<file path="src/rtl/core/aplr_pkg.sv">
// Shared types, codes and lookup functions for the packet loss recovery planner.
// No dependencies; every other file in rtl/core refers to this package by scoped names.
package aplr_pkg;

	localparam int MAX_GAP_DEF     = 7;
	localparam int MAX_PAYLOAD_DEF = 1275;

	localparam int NUM_TICKS = 6;
	localparam int TIDX_W    = 3;

	typedef logic [2:0]        action_t;
	typedef logic [2:0]        rate_t;
	typedef logic [TIDX_W-1:0] tidx_t;

	localparam action_t ACT_REJECT  = 3'd0;
	localparam action_t ACT_DROP    = 3'd1;
	localparam action_t ACT_CONCEAL = 3'd2;
	localparam action_t ACT_FEC     = 3'd3;
	localparam action_t ACT_DECODE  = 3'd4;

	localparam rate_t RATE_8K  = 3'd0;
	localparam rate_t RATE_12K = 3'd1;
	localparam rate_t RATE_16K = 3'd2;
	localparam rate_t RATE_24K = 3'd3;
	localparam rate_t RATE_48K = 3'd4;

	localparam logic [15:0] SEQ_HALF = 16'h8000;
	localparam logic [31:0] TICK_MAX = 32'd2880;

	typedef struct packed {
		logic [15:0] sequence_req;
		logic [31:0] timestamp;
		logic [10:0] packet_size;
		logic [12:0] packet_samples;
	} in_word_t;

	typedef struct packed {
		action_t     action;
		logic [12:0] frame_samples;
		logic        reset_decoder;
		logic        last;
		logic [31:0] late_count;
		logic [31:0] conceal_count;
		logic [31:0] fec_count;
		logic [31:0] discontinuity_count;
	} out_word_t;

	typedef struct packed {
		logic    capture;
		logic    calc_exp;
		logic    calc_miss;
		logic    search_clr;
		logic    search_step;
		logic    loss_clr;
		logic    load;
		action_t action;
		logic    rst;
	} ctrl_cmd_t;

	typedef struct packed {
		logic bad;
		logic late;
		logic gap_ok;
		logic jump;
		logic hit;
		logic tidx_last;
		logic loss_last;
		logic slot_free;
	} dp_stat_t;

	function automatic rate_t rate_code(input logic [15:0] hz);
		rate_t r;
		unique case (hz)
			16'd8000:  r = RATE_8K;
			16'd12000: r = RATE_12K;
			16'd16000: r = RATE_16K;
			16'd24000: r = RATE_24K;
			default:   r = RATE_48K;
		endcase
		return r;
	endfunction

	// full decode buffer: rate * 120 ms
	function automatic logic [12:0] full_samples(input rate_t r);
		logic [12:0] n;
		unique case (r)
			RATE_8K:  n = 13'd960;
			RATE_12K: n = 13'd1440;
			RATE_16K: n = 13'd1920;
			RATE_24K: n = 13'd2880;
			default:  n = 13'd5760;
		endcase
		return n;
	endfunction

	// 48 kHz ticks per decoder sample
	function automatic logic [2:0] tick_mult(input rate_t r);
		logic [2:0] m;
		unique case (r)
			RATE_8K:  m = 3'd6;
			RATE_12K: m = 3'd4;
			RATE_16K: m = 3'd3;
			RATE_24K: m = 3'd2;
			default:  m = 3'd1;
		endcase
		return m;
	endfunction

	function automatic logic [11:0] tick_len(input tidx_t t);
		logic [11:0] n;
		unique case (t)
			3'd0:    n = 12'd120;
			3'd1:    n = 12'd240;
			3'd2:    n = 12'd480;
			3'd3:    n = 12'd960;
			3'd4:    n = 12'd1920;
			default: n = 12'd2880;
		endcase
		return n;
	endfunction

	// lost frame length at decoder rate: ticks * rate / 48000
	function automatic logic [12:0] loss_len(input rate_t r, input tidx_t t);
		logic [12:0] base;
		logic [4:0]  mul;
		unique case (r)
			RATE_8K:  base = 13'd20;
			RATE_12K: base = 13'd30;
			RATE_16K: base = 13'd40;
			RATE_24K: base = 13'd60;
			default:  base = 13'd120;
		endcase
		unique case (t)
			3'd0:    mul = 5'd1;
			3'd1:    mul = 5'd2;
			3'd2:    mul = 5'd4;
			3'd3:    mul = 5'd8;
			3'd4:    mul = 5'd16;
			default: mul = 5'd24;
		endcase
		return 13'(base * 13'(mul));
	endfunction

endpackage

</file>
<file path="src/rtl/core/aplr_in_if.sv">
// Packet channel: valid/ready handshake carrying one received packet word.
// Depends on aplr_pkg for the payload type.
interface aplr_in_if;
	logic               valid;
	logic               ready;
	aplr_pkg::in_word_t data;

	modport source (output valid, output data, input ready);
	modport sink   (input valid, input data, output ready);
endinterface

</file>
<file path="src/rtl/core/aplr_out_if.sv">
// Command channel: valid/ready handshake carrying one decoder command word.
// Depends on aplr_pkg for the payload type.
interface aplr_out_if;
	logic                valid;
	logic                ready;
	aplr_pkg::out_word_t data;

	modport source (output valid, output data, input ready);
	modport sink   (input valid, input data, output ready);
endinterface

</file>
<file path="src/rtl/core/audio_packet_loss_recovery_planner.sv">
// Packet loss recovery planner: one packet word in, one to MAX_GAP command words out.
// The controller takes one packet at a time and accepts the next only after its last command word is loaded;
// it loads at most one command word per cycle, and only while the output slot is free.
// Reset (arst_n low) clears history, counters and handshake state; sample rate returns to 48 kHz.
// Depends on aplr_pkg, aplr_in_if, aplr_out_if, aplr_dp and aplr_ctrl.
module audio_packet_loss_recovery_planner #(
	parameter int MAX_GAP     = aplr_pkg::MAX_GAP_DEF,
	parameter int MAX_PAYLOAD = aplr_pkg::MAX_PAYLOAD_DEF
) (
	input  logic        clk,
	input  logic        arst_n,
	input  logic        cfg_we,
	input  logic [15:0] cfg_data,
	aplr_in_if.sink     pkt,
	aplr_out_if.source  plan
);

	aplr_pkg::ctrl_cmd_t ctrl_cmd;
	aplr_pkg::dp_stat_t  dp_stat;
	logic                pkt_ready;
	logic                plan_valid;
	aplr_pkg::out_word_t plan_word;

	aplr_ctrl u_ctrl (
		.clk      (clk),
		.arst_n   (arst_n),
		.in_valid (pkt.valid),
		.in_ready (pkt_ready),
		.stat     (dp_stat),
		.cmd      (ctrl_cmd)
	);

	aplr_dp #(
		.MAX_GAP     (MAX_GAP),
		.MAX_PAYLOAD (MAX_PAYLOAD)
	) u_dp (
		.clk       (clk),
		.arst_n    (arst_n),
		.cfg_we    (cfg_we),
		.cfg_data  (cfg_data),
		.in_word   (pkt.data),
		.cmd       (ctrl_cmd),
		.stat      (dp_stat),
		.out_valid (plan_valid),
		.out_ready (plan.ready),
		.out_word  (plan_word)
	);

	assign pkt.ready  = pkt_ready;
	assign plan.valid = plan_valid;
	assign plan.data  = plan_word;

`ifndef NO_ASSERTIONS
	a_no_overwrite: assert property (@(posedge clk) disable iff (!arst_n)
		ctrl_cmd.load |-> dp_stat.slot_free)
		else $error("command word loaded over a waiting word");

	a_one_packet: assert property (@(posedge clk) disable iff (!arst_n)
		pkt.valid && pkt.ready |=> !pkt.ready)
		else $error("second packet taken while one is in work");

	a_loss_not_last: assert property (@(posedge clk) disable iff (!arst_n)
		plan.valid && (plan.data.action == aplr_pkg::ACT_CONCEAL ||
			plan.data.action == aplr_pkg::ACT_FEC)
		|-> !plan.data.last && !plan.data.reset_decoder)
		else $error("lost-frame word marked last or with decoder reset");

	a_ready_idle_out: assert property (@(posedge clk) disable iff (!arst_n)
		ctrl_cmd.load && ctrl_cmd.action == aplr_pkg::ACT_DECODE |=> pkt.ready)
		else $error("planner not ready after decode word");
`endif

endmodule

</file>
<file path="src/rtl/core/aplr_dp.sv">
// Datapath: packet capture, sequence/timestamp arithmetic, frame search, counters, output word.
// Depends on aplr_pkg; driven by aplr_ctrl through ctrl_cmd_t, reports through dp_stat_t.
module aplr_dp #(
	parameter int MAX_GAP     = aplr_pkg::MAX_GAP_DEF,
	parameter int MAX_PAYLOAD = aplr_pkg::MAX_PAYLOAD_DEF
) (
	input  logic                 clk,
	input  logic                 arst_n,
	input  logic                 cfg_we,
	input  logic [15:0]          cfg_data,
	input  aplr_pkg::in_word_t   in_word,
	input  aplr_pkg::ctrl_cmd_t  cmd,
	output aplr_pkg::dp_stat_t   stat,
	output logic                 out_valid,
	input  logic                 out_ready,
	output aplr_pkg::out_word_t  out_word
);

	localparam int          GAP_W       = $clog2(MAX_GAP);
	localparam int          PROD_W      = GAP_W + 12;
	localparam logic [10:0] PAYLOAD_MAX = 11'(MAX_PAYLOAD);
	localparam logic [15:0] GAP_MAX     = 16'(MAX_GAP);

	aplr_pkg::rate_t rate_q;

	logic [15:0] seq_q;
	logic [31:0] ts_q;
	logic [10:0] size_q;
	logic [12:0] smp_q;

	logic        seen_q;
	logic [15:0] prev_seq_q;
	logic [31:0] prev_ts_q;
	logic [12:0] prev_smp_q;

	logic [31:0] exp_q;
	logic [15:0] dist_q;
	logic        bad_q;
	logic [31:0] miss_q;

	aplr_pkg::tidx_t tidx_q;
	logic [GAP_W-1:0] loss_q;

	logic [31:0] late_q, conc_q, fec_q, disc_q;
	logic [31:0] late_nx, conc_nx, fec_nx, disc_nx;

	logic                out_valid_q;
	aplr_pkg::out_word_t out_word_q;

	logic [GAP_W-1:0]  gap;
	logic [PROD_W-1:0] prod;
	logic              is_loss;
	logic              is_dec;
	logic [12:0]       frame_nx;

	assign gap  = GAP_W'(dist_q - 16'd1);
	assign prod = PROD_W'(gap) * PROD_W'(aplr_pkg::tick_len(tidx_q));

	assign is_loss = cmd.action == aplr_pkg::ACT_CONCEAL || cmd.action == aplr_pkg::ACT_FEC;
	assign is_dec  = cmd.action == aplr_pkg::ACT_DECODE;

	always_comb begin
		stat.bad       = bad_q;
		stat.late      = seen_q && (dist_q == 16'd0 || dist_q >= aplr_pkg::SEQ_HALF);
		stat.gap_ok    = seen_q && dist_q > 16'd1 && dist_q <= GAP_MAX &&
			miss_q != 32'd0 && miss_q <= aplr_pkg::TICK_MAX;
		stat.jump      = seen_q && (dist_q > 16'd1 || miss_q != 32'd0);
		stat.hit       = 32'(prod) == miss_q;
		stat.tidx_last = tidx_q == aplr_pkg::tidx_t'(aplr_pkg::NUM_TICKS - 1);
		stat.loss_last = loss_q == gap;
		stat.slot_free = !out_valid_q || out_ready;
	end

	always_comb begin
		late_nx = late_q + 32'(cmd.load && cmd.action == aplr_pkg::ACT_DROP);
		conc_nx = conc_q + 32'(cmd.load && cmd.action == aplr_pkg::ACT_CONCEAL);
		fec_nx  = fec_q + 32'(cmd.load && cmd.action == aplr_pkg::ACT_FEC);
		disc_nx = disc_q + 32'(cmd.load && is_dec && cmd.rst);
		if (is_loss) begin
			frame_nx = aplr_pkg::loss_len(rate_q, tidx_q);
		end else if (is_dec) begin
			frame_nx = aplr_pkg::full_samples(rate_q);
		end else begin
			frame_nx = 13'd0;
		end
	end

	always_ff @(posedge clk or negedge arst_n) begin
		if (!arst_n) begin
			rate_q      <= aplr_pkg::RATE_48K;
			seen_q      <= 1'b0;
			prev_seq_q  <= 16'd0;
			prev_ts_q   <= 32'd0;
			prev_smp_q  <= 13'd0;
			late_q      <= 32'd0;
			conc_q      <= 32'd0;
			fec_q       <= 32'd0;
			disc_q      <= 32'd0;
			tidx_q      <= '0;
			loss_q      <= '0;
			out_valid_q <= 1'b0;
		end else begin
			if (cfg_we) begin
				rate_q <= aplr_pkg::rate_code(cfg_data);
			end
			if (cmd.search_clr) begin
				tidx_q <= '0;
			end else if (cmd.search_step) begin
				tidx_q <= tidx_q + aplr_pkg::tidx_t'(1);
			end
			if (cmd.loss_clr) begin
				loss_q <= GAP_W'(1);
			end else if (cmd.load && is_loss) begin
				loss_q <= loss_q + GAP_W'(1);
			end
			if (cmd.load) begin
				late_q      <= late_nx;
				conc_q      <= conc_nx;
				fec_q       <= fec_nx;
				disc_q      <= disc_nx;
				out_valid_q <= 1'b1;
			end else if (out_ready) begin
				out_valid_q <= 1'b0;
			end
			if (cmd.load && is_dec) begin
				seen_q     <= 1'b1;
				prev_seq_q <= seq_q;
				prev_ts_q  <= ts_q;
				prev_smp_q <= smp_q;
			end
		end
	end

	always_ff @(posedge clk) begin
		if (cmd.capture) begin
			seq_q  <= in_word.sequence_req;
			ts_q   <= in_word.timestamp;
			size_q <= in_word.packet_size;
			smp_q  <= in_word.packet_samples;
		end
		if (cmd.calc_exp) begin
			exp_q  <= prev_ts_q + 32'(16'(prev_smp_q) * 16'(aplr_pkg::tick_mult(rate_q)));
			dist_q <= seq_q - prev_seq_q;
			bad_q  <= size_q == 11'd0 || size_q > PAYLOAD_MAX || smp_q == 13'd0 ||
				smp_q > aplr_pkg::full_samples(rate_q);
		end
		if (cmd.calc_miss) begin
			miss_q <= ts_q - exp_q;
		end
		if (cmd.load) begin
			out_word_q.action              <= cmd.action;
			out_word_q.frame_samples       <= frame_nx;
			out_word_q.reset_decoder       <= is_dec && cmd.rst;
			out_word_q.last                <= !is_loss;
			out_word_q.late_count          <= late_nx;
			out_word_q.conceal_count       <= conc_nx;
			out_word_q.fec_count           <= fec_nx;
			out_word_q.discontinuity_count <= disc_nx;
		end
	end

	assign out_valid = out_valid_q;
	assign out_word  = out_word_q;

endmodule

</file>
<file path="src/rtl/core/aplr_ctrl.sv">
// Controller: sequences capture, classification, frame search and command issue for one packet.
// Depends on aplr_pkg; steers aplr_dp through ctrl_cmd_t and reads dp_stat_t.
module aplr_ctrl (
	input  logic                clk,
	input  logic                arst_n,
	input  logic                in_valid,
	output logic                in_ready,
	input  aplr_pkg::dp_stat_t  stat,
	output aplr_pkg::ctrl_cmd_t cmd
);

	localparam logic [2:0] S_IDLE   = 3'd0;
	localparam logic [2:0] S_EXP    = 3'd1;
	localparam logic [2:0] S_MISS   = 3'd2;
	localparam logic [2:0] S_DECIDE = 3'd3;
	localparam logic [2:0] S_SEARCH = 3'd4;
	localparam logic [2:0] S_LOSS   = 3'd5;
	localparam logic [2:0] S_DEC    = 3'd6;
	localparam logic [2:0] S_ONE    = 3'd7;

	logic [2:0]        state_q, state_d;
	logic              rst_q, rst_d;
	aplr_pkg::action_t one_act_q, one_act_d;

	assign in_ready = state_q == S_IDLE;

	always_comb begin
		state_d   = state_q;
		rst_d     = rst_q;
		one_act_d = one_act_q;
		cmd       = '0;
		cmd.action = aplr_pkg::ACT_DECODE;
		unique case (state_q)
			S_IDLE: begin
				if (in_valid) begin
					cmd.capture = 1'b1;
					state_d     = S_EXP;
				end
			end
			S_EXP: begin
				cmd.calc_exp = 1'b1;
				state_d      = S_MISS;
			end
			S_MISS: begin
				cmd.calc_miss = 1'b1;
				state_d       = S_DECIDE;
			end
			S_DECIDE: begin
				cmd.search_clr = 1'b1;
				cmd.loss_clr   = 1'b1;
				priority if (stat.bad) begin
					one_act_d = aplr_pkg::ACT_REJECT;
					state_d   = S_ONE;
				end else if (stat.late) begin
					one_act_d = aplr_pkg::ACT_DROP;
					state_d   = S_ONE;
				end else if (stat.gap_ok) begin
					state_d = S_SEARCH;
				end else begin
					rst_d   = stat.jump;
					state_d = S_DEC;
				end
			end
			S_SEARCH: begin
				priority if (stat.hit) begin
					state_d = S_LOSS;
				end else if (stat.tidx_last) begin
					rst_d   = 1'b1;
					state_d = S_DEC;
				end else begin
					cmd.search_step = 1'b1;
				end
			end
			S_LOSS: begin
				cmd.action = stat.loss_last ? aplr_pkg::ACT_FEC : aplr_pkg::ACT_CONCEAL;
				if (stat.slot_free) begin
					cmd.load = 1'b1;
					if (stat.loss_last) begin
						rst_d   = 1'b0;
						state_d = S_DEC;
					end
				end
			end
			S_DEC: begin
				cmd.rst = rst_q;
				if (stat.slot_free) begin
					cmd.load = 1'b1;
					state_d  = S_IDLE;
				end
			end
			S_ONE: begin
				cmd.action = one_act_q;
				if (stat.slot_free) begin
					cmd.load = 1'b1;
					state_d  = S_IDLE;
				end
			end
			default: begin
				state_d = S_IDLE;
			end
		endcase
	end

	always_ff @(posedge clk or negedge arst_n) begin
		if (!arst_n) begin
			state_q   <= S_IDLE;
			rst_q     <= 1'b0;
			one_act_q <= aplr_pkg::ACT_REJECT;
		end else begin
			state_q   <= state_d;
			rst_q     <= rst_d;
			one_act_q <= one_act_d;
		end
	end

endmodule

</file>
<file path="src/flat_wrapper.sv">
// flat-port wrapper written by rule: the top's interface ports become plain ports
module audio_packet_loss_recovery_planner_flat 
#(
	parameter int MAX_GAP     = aplr_pkg::MAX_GAP_DEF,
	parameter int MAX_PAYLOAD = aplr_pkg::MAX_PAYLOAD_DEF
)
  (clk, arst_n, cfg_we, cfg_data, pkt_valid, pkt_data, pkt_ready, plan_valid, plan_data, plan_ready);
  aplr_in_if pkt_i ();
  aplr_out_if plan_i ();
  input  logic clk;
  input  logic arst_n;
  input  logic cfg_we;
  input  logic [15:0] cfg_data;
  input wire logic [$bits(pkt_i.valid)-1:0] pkt_valid;
  input wire logic [$bits(pkt_i.data)-1:0] pkt_data;
  output wire logic [$bits(pkt_i.ready)-1:0] pkt_ready;
  output wire logic [$bits(plan_i.valid)-1:0] plan_valid;
  output wire logic [$bits(plan_i.data)-1:0] plan_data;
  input wire logic [$bits(plan_i.ready)-1:0] plan_ready;
  assign pkt_i.valid = pkt_valid;
  assign pkt_i.data = pkt_data;
  assign pkt_ready = pkt_i.ready;
  assign plan_valid = plan_i.valid;
  assign plan_data = plan_i.data;
  assign plan_i.ready = plan_ready;
  audio_packet_loss_recovery_planner #(.MAX_GAP(MAX_GAP), .MAX_PAYLOAD(MAX_PAYLOAD)) u_core (.clk(clk), .arst_n(arst_n), .cfg_we(cfg_we), .cfg_data(cfg_data), .pkt(pkt_i), .plan(plan_i));
endmodule
</file>
<file path="config.mk">
export PLATFORM = sky130hd
export DESIGN_NAME = audio_packet_loss_recovery_planner_flat
export DESIGN_NICKNAME = d
export VERILOG_FILES = /design/src/rtl/core/aplr_pkg.sv /design/src/rtl/core/aplr_in_if.sv /design/src/rtl/core/aplr_out_if.sv /design/src/rtl/core/audio_packet_loss_recovery_planner.sv /design/src/rtl/core/aplr_dp.sv /design/src/rtl/core/aplr_ctrl.sv /design/src/flat_wrapper.sv
export SDC_FILE = /design/constraint.sdc
export NUM_CORES = 1
export LEC_CHECK = 0
export ABC_AREA = 1
export BUFFER_PORTS_ARGS = -buffer_cell sky130_fd_sc_hd__buf_4
export CAP_MARGIN = 10
export CORE_ASPECT_RATIO = 1.5
export CORE_MARGIN = 5
export CORE_UTILIZATION = 45
export CTS_BUF_LIST = sky130_fd_sc_hd__clkbuf_2 sky130_fd_sc_hd__clkbuf_4 sky130_fd_sc_hd__clkbuf_8
export CTS_CLUSTER_SIZE = 25
export DETAILED_ROUTE_END_ITERATION = 8
export PLACE_DENSITY = 0.67
export SLEW_MARGIN = 20
export SYNTH_ARGS = -nofsm -noshare
export SYNTH_HDL_FRONTEND = slang
export SYNTH_SLANG_ARGS = --single-unit
</file>
<file path="constraint.sdc">
create_clock -name clk -period 5.4 [get_ports clk]
set_input_delay 1.08 -clock clk [delete_from_list [all_inputs] [get_ports clk]]
set_output_delay 1.08 -clock clk [all_outputs]
set_load 0.1 [all_outputs]
</file>
==> reports/results.ini, run 1 <==
[outcome]
status = finished, final reports clean

[sta]
fin_skew_ns = 0.0194
max_freq_ghz = 0.199
hold_ws_ns = 0.452
final_hold_viol_count = 0
drv_slew = 0
relSlewSlack = 0.327
setup_viol = 0
final.setup.tns_ns = 0
post-route-min-period_ns = 5.02
final.period_utilization = 0.930
tightest_slew_ns = 1.01

[logic_synthesis]
synth_edf_count = 298
yosys.area.top_type_share = 0.329
synth-simple-area-share = 0.192
synth.avg_cell_area_sq_um = 9.54
yosys.area.top_type = edfxtp_1
yosysMostFrequentCell = nand2_1
yosys_warnings = 0
syn-instance-count = 2851
synth_top_family_by_area = simple AND/OR/NAND/NOR gates
syn_nets = 3114
synth_common_cells = 668 x nand2_1, 359 x inv_1, 298 x edfxtp_1, 259 x nor2_1, 204 x dfrtp_1
synth_xor_xnor_area_share = 0.0646
ys_seq_area_frac = 0.518
synth_compound_area_frac = 0.0601
synthArstFlopShare = 0.408
syn_area_sq_um = 27200
synth_fa_ha_area_frac = 0.0912
muxShareOfSynthArea = 0.0128
ys.flop_type = edfxtp_1
synth_seq_cells = 503
synth.area.top_cells = edfxtp_1 33%, dfrtp_1 19%, nand2_1 9.2%, ha_1 5.7%, xor2_1 5.2%
synth_cell_types = 56

[layout]
finalNetCount = 3402
instances_no_fill = 3991
syn2layout_area_growth_pct = 16.8
seqCellArea_sq_um = 14100
multi_input_area_sq_um = 11500
drive_gt1_frac = 0.146
n_fill_cell = 5440

[pwr]
power.density_nw_per_um2 = 637
p_switching_uw = 9260
combPwrFrac = 0.486
pwr-share-clk = 0.185
p_leak_uw = 0.0144
internal-power_uw = 11000
swShare = 0.458
ir_drop_mv = 0.342
power_frac_seq = 0.329

[critical_path]
rrSetupSlack_ns = 0.38
r2r_end = u_core.u_dp.out_word[142]
crit_buf_inv = 6
rr_worst_depth = 25
cp-start-kind = register
worstPathRequired_ns = 5.80
path_max_fanout = 5
reg2reg_from = u_core.u_dp.tidx_q[0]
cp_top_family = adder cells
crit_arrival_ns = 5.42
critPathMostFrequentCell = inv_1
cp-end-kind = register
critPathKind = register to register
cp_slowest_cell = fa_1
slowest_delay_ns = 0.54

[global_routing]
track_usage = 0.199
antenna_found_initial = 1
grt_pass1_vias = 21000
grt_max_degree = 221
overflow = 0
grt_pass1_wl_um = 106000

[floorplanning]
placementRows = 110
core_area_sq_um = 60000
die-width_um = 211
pin_count = 241
start_util = 0.453
dieArea_sq_um = 65600
fp.dieH_um = 311

[flow_run]
drv_cap = 0

[clock_network]
clkSinkCount = 503
cts_tree = yes
hold_buffers = 0
postCtsSetupBuffers = 0
htreeDepth = 3
insertion_delay_ns = 0.67
root_buffer = clkbuf_8
cts_buffers = 81
clk_pin_slew_worst_paths_ns = 0.07
cts_resized = 0
clk_path_buf_depth = 3

[routing]
drt_iter0_markers = 1223
via_per_inst = 5.11
wl_per_cell_um = 16.4
ant_nets = 0
firstDrtPassIters = 5
drc = 0
totalWireLength_um = 65500
num_vias = 20400

[placed_design]
dp.cells = 3840
portBuffers = 239
dp.final_hpwl_um = 50700
finalWeightedCongestion = 0.933

[min_path]
hp-class = input pin to asynchronous set/reset pin

[state kept, by name, indices dropped and copies added (netlist names), 11 cells and up]
register,count
u_core.u_dp.out_word,145
u_core.u_dp.conc_q,32
u_core.u_dp.disc_q,32
u_core.u_dp.exp_q,32
u_core.u_dp.fec_q,32
u_core.u_dp.late_q,32
u_core.u_dp.miss_q,32
u_core.u_dp.prev_ts_q,32
u_core.u_dp.ts_q,32
u_core.u_dp.dist_q,16
u_core.u_dp.prev_seq_q,16
u_core.u_dp.seq_q,16
u_core.u_dp.prev_smp_q,13
u_core.u_dp.smp_q,13
u_core.u_dp.size_q,11
[kinds of logic after synthesis]
logic type / after synthesis
XOR/XNOR: 198
adder cells (fa/ha/maj): 170
other: 1
multiplexers: 31
AND/OR/NAND/NOR: 1215
AO/OA/AOI/OAI: 302
buffers and inverters: 431
flip-flops: 503
[layout make-up]
class | instances | area share
Clock buffer | 109 | 0.0433
Timing Repair Buffer | 255 | 0.0608
Sequential cell | 503 | 0.443
Tap cell | 784 | 0.0309
Multi-Input combinational cell | 1917 | 0.361
Antenna cell | 1 | 0.0000788
Inverter | 381 | 0.0450
Clock inverter | 41 | 0.0154
[routing by layer]
layer	part of all wire	track usage	vias to the layer above	routed length (um)
met5	0	0	-	0
met4	0.035	0.0798	0	2310
met3	0.045	0.0284	146	2940
met2	0.54	0.375	557	35600
met1	0.38	0.222	9706	24600
li1	-	-	9983	-
[power groups by stage]
| stage | Sequential, uW | Clock, uW | Combinational (uW) |
|---|---|---|---|
| 6_report | 6660 | 3740 | 9830 |
| 5_1_grt | 6810 | 4010 | 10900 |
| 4_1_cts | 6660 | 3850 | 9900 |
| 3_5_place_dp | 6730 | 0 | 9850 |
| 3_3_place_gp | 6690 | 0 | 9680 |
| 2_1_floorplan | 8530 | 0 | 5660 |
[worst max-delay path by stage]
stage / from / to / slack (ns) / cells past startpoint
2_1_floorplan: pkt_valid / u_core.u_dp.seq_q[0] / 0.80 / 2
3_3_place_gp: u_core.u_dp.tidx_q[0] / u_core.u_dp.out_word[142] / 0.48 / 25
3_5_place_dp: u_core.u_dp.tidx_q[0] / u_core.u_dp.out_word[142] / 0.29 / 25
4_1_cts: u_core.u_dp.tidx_q[0] / u_core.u_dp.out_word[142] / 0.28 / 25
5_1_grt: u_core.u_dp.tidx_q[0] / u_core.u_dp.out_word[142] / -0.01 / 25
6_report: u_core.u_dp.tidx_q[0] / u_core.u_dp.out_word[142] / 0.38 / 25
[placed cells by master (no fill, tap or decap), types with 6 or more instances in the layout]
cell        count
ha_1          123
nand3_1        90
nand2_1       667
mux2_1         27
a21o_1          7
inv_1         359
edfxtp_1      298
nor2_2         11
o21bai_1        9
xor2_1        162
and3_1         10
nor2_1        255
clkinv_2       15
nand4_1        59
nor3_1         57
clkbuf_8       90
dfrtp_1       204
o22ai_1         7
a21oi_1       110
bufinv_16      11
nor4_1         23
clkinvlp_4      6
clkbuf_4       20
nor3_2          8
clkinv_1       11
xnor2_1        33
inv_2          19
buf_4         253
fa_1           47
o21ai_1        19
o21ai_0       124
[stage by stage]
stage	cell area [sq um]	power, uW	setup WS (ns)	util
final	31800	20200	0.379	0.530
after detailed placement	29900	16600	0.294	0.498
after floorplan	27200	14200	0.796	-
after global routing	31800	21700	-0.0116	0.530
after CTS	31800	20400	0.282	0.529
after global placement	29900	16400	0.484	0.498
Power figures use the tool's default switching activity.
==> run 2: changes to the inputs <==
==> constraint.sdc (replaced) <==
create_clock -name clk -period 5.5 [get_ports clk]
set_input_delay 1.1 -clock clk [delete_from_list [all_inputs] [get_ports clk]]
set_output_delay 1.1 -clock clk [all_outputs]
set_load 0.1 [all_outputs]
==> reports/results.ini, run 2 (same netlist as run 1, synthesis figures left out) <==
[min_path]
hp-class = register to register
min_from = u_core.u_dp.disc_q[0]
holdPathEnd = u_core.u_dp.disc_q[0]
min_delay_path_depth = 2

[layout]
syn2layout_area_growth_pct = 16.4
largest_reg_flops = 145  ; unchanged
finalNetCount = 3399  ; -0.088%
instances_no_fill = 3987  ; -0.10%
final_common_cell = nand2_1
drive_gt1_frac = 0.144  ; -0.00138
layout_common_cells = 667 x nand2_1, 359 x inv_1, 298 x edfxtp_1, 256 x nor2_1, 252 x buf_4

[pwr]
ir_drop_mv = 0.471  ; +38%
power.density_nw_per_um2 = 622  ; -2.3%
p_leak_uw = 0.0143  ; -0.33%

[global_routing]
grt_max_degree = 210  ; -5.0%
grt_pass1_vias = 21000  ; -0.36%
antenna_found_initial = 1  ; unchanged
met3_usage = 0.0275  ; -0.000908
track_usage = 0.199  ; about the same
grt_pass1_wl_um = 105000  ; -0.44%
grt_busiest_layer = met2
grtUsageMet1 = 0.218  ; -0.00347
overflow = 0  ; unchanged
use_met2 = 0.376  ; +0.00132

[sta]
post-route-min-period_ns = 5.11  ; +0.0928 ns
final_hold_viol_count = 0  ; unchanged
relSlewSlack = 0.338  ; +0.0103
final.period_utilization = 0.930  ; about the same
max_freq_ghz = 0.196  ; -1.8%
tightest_slew_ns = 0.994  ; -0.0131 ns
fin_skew_ns = 0.0234  ; +0.00405 ns
fin_ws_ns = 0.387  ; +0.00721 ns
drv_slew = 0  ; unchanged
setup_viol = 0  ; unchanged

[clock_network]
htreeDepth = 3  ; unchanged
insertion_delay_ns = 0.67  ; about the same
root_buffer = clkbuf_8
cts_buffers = 79  ; -2.5%
cts_tree = yes
clk_pin_slew_worst_paths_ns = 0.07  ; about the same
clk_path_buf_depth = 3  ; unchanged
clkSinkCount = 503  ; unchanged
hold_buffers = 0  ; unchanged

[outcome]
status = finished, final reports clean

[placed_design]
dp.cells = 3839  ; -0.026%
dp.final_hpwl_um = 50500  ; -0.35%
dp_slack_ns = 0.357  ; +0.0629 ns
portBuffers = 239  ; unchanged
finalWeightedCongestion = 0.927  ; -0.66%

[critical_path]
cp-end-kind = register
crit_arrival_ns = 5.51  ; +0.09 ns
rr_worst_depth = 25  ; unchanged
reg2reg_from = u_core.u_dp.tidx_q[0]
r2r_end = u_core.u_dp.out_word[142]
worstPathRequired_ns = 5.90  ; +0.10 ns
cp-start-kind = register
rrSetupSlack_ns = 0.39  ; about the same
path_max_fanout = 5  ; unchanged
critPathKind = register to register

[floorplanning]
die-width_um = 211  ; unchanged
placementRows = 110  ; unchanged
fp.dieH_um = 311  ; unchanged
dieArea_sq_um = 65600  ; unchanged
pin_count = 241  ; unchanged
start_util = 0.453  ; unchanged
core_area_sq_um = 60000  ; unchanged

[routing]
totalWireLength_um = 65400  ; -0.25%
ant_nets = 0  ; unchanged
drc = 0  ; unchanged
firstDrtPassIters = 5  ; unchanged
wl_per_cell_um = 16.4  ; -0.15%
drt_iter0_markers = 1010  ; -17%
num_vias = 20200  ; -0.93%
via_per_inst = 5.07  ; -0.83%

[flow_run]
drv_cap = 0  ; unchanged

run 2: cell count changes in the layout (fill, tap and decap cells not counted), sizes merged:
cell,before,now
buf,254,253
bufinv,11,7
clkbuf,110,112
clkinv,26,27
clkinvlp,6,5
inv,379,378
run 2: layout make-up:
| cell class | instances | area (sq um) |
|---|---|---|
| Sequential cell | 503 | 14100 |
| Timing Repair Buffer | 254 | 1930 |
| Tap cell | 784 | 981 |
| Multi-Input combinational cell | 1917 | 11500 |
| Clock buffer | 111 | 1400 |
| Clock inverter | 36 | 362 |
| Antenna cell | 1 | 2.50 |
| Inverter | 381 | 1430 |
| Fill cell | 5526 | 28300 |
run 2: stage by stage:
stage	hold WS, ns	util	cell area (sq um)	power, uW	setup TNS (ns)
floorplan	0.439	-	27200	13900	0
global placement	0.459	0.498	29900	16100	0
detailed placement	0.469	0.498	29900	16300	0
CTS	0.476	0.528	31700	19900	0
global route	0.499	0.528	31700	21200	-0.00855
finish	0.480	0.528	31700	19700	0
run 2: how the worst max path moves through the flow:
stage	endpoint	cells past startpoint	start	slack, ns
3_5_place_dp	u_core.u_dp.out_word[142]	25	u_core.u_dp.tidx_q[0]	0.36
5_1_grt	u_core.u_dp.out_word[142]	25	u_core.u_dp.tidx_q[0]	-0.009
6_report	u_core.u_dp.out_word[142]	25	u_core.u_dp.tidx_q[0]	0.39
3_3_place_gp	u_core.u_dp.out_word[142]	25	u_core.u_dp.tidx_q[0]	0.57
4_1_cts	u_core.u_dp.out_word[142]	25	u_core.u_dp.tidx_q[0]	0.32
2_1_floorplan	u_core.u_dp.seq_q[0]	2	pkt_valid	0.88
run 2: critical path: stages (launching register included):
cell and delay [ns]:
dfrtp_1 0.41, inv_1 0.11, ha_1 0.22, nand2_1 0.13, inv_2 0.08, nor2_1 0.08
inv_1 0.08, nor2_2 0.19, inv_1 0.10, nor2_1 0.19, nor2_1 0.11, inv_1 0.13
nand2_1 0.09, fa_1 0.52, fa_1 0.51, fa_1 0.54, inv_1 0.05, ha_1 0.34
a21oi_1 0.18, a21oi_1 0.09, nor2_1 0.18, o21ai_0 0.13, nand2_1 0.09, a21oi_1 0.06
o21ai_0 0.12, o21ai_0 0.11
run 2: what timing repair did:
| action | 4_1_cts | 5_1_grt |
|---|---|---|
| buffers inserted | 0 | 0 |
| setup endpoints to repair | 0 | 2 |
| gates resized for setup | 0 | 1 |
| endpoints found under the hold margin | 0 | 0 |
run 2: power by group:
part           switching [uW]  internal, uW  leakage [uW]  total, uW
Combinational            6790          2870       0.00798       9660
Sequential                778          5750       0.00543       6530
Clock                    1510          1990      0.000921       3500
Total                    9080         10600        0.0143      19700
run 2: layer usage:
metal	wire length, um	up-vias
li1	-	9991
met5	0	-
met2	35300	515
met1	24700	9547
met3	2820	149
met4	2520	0
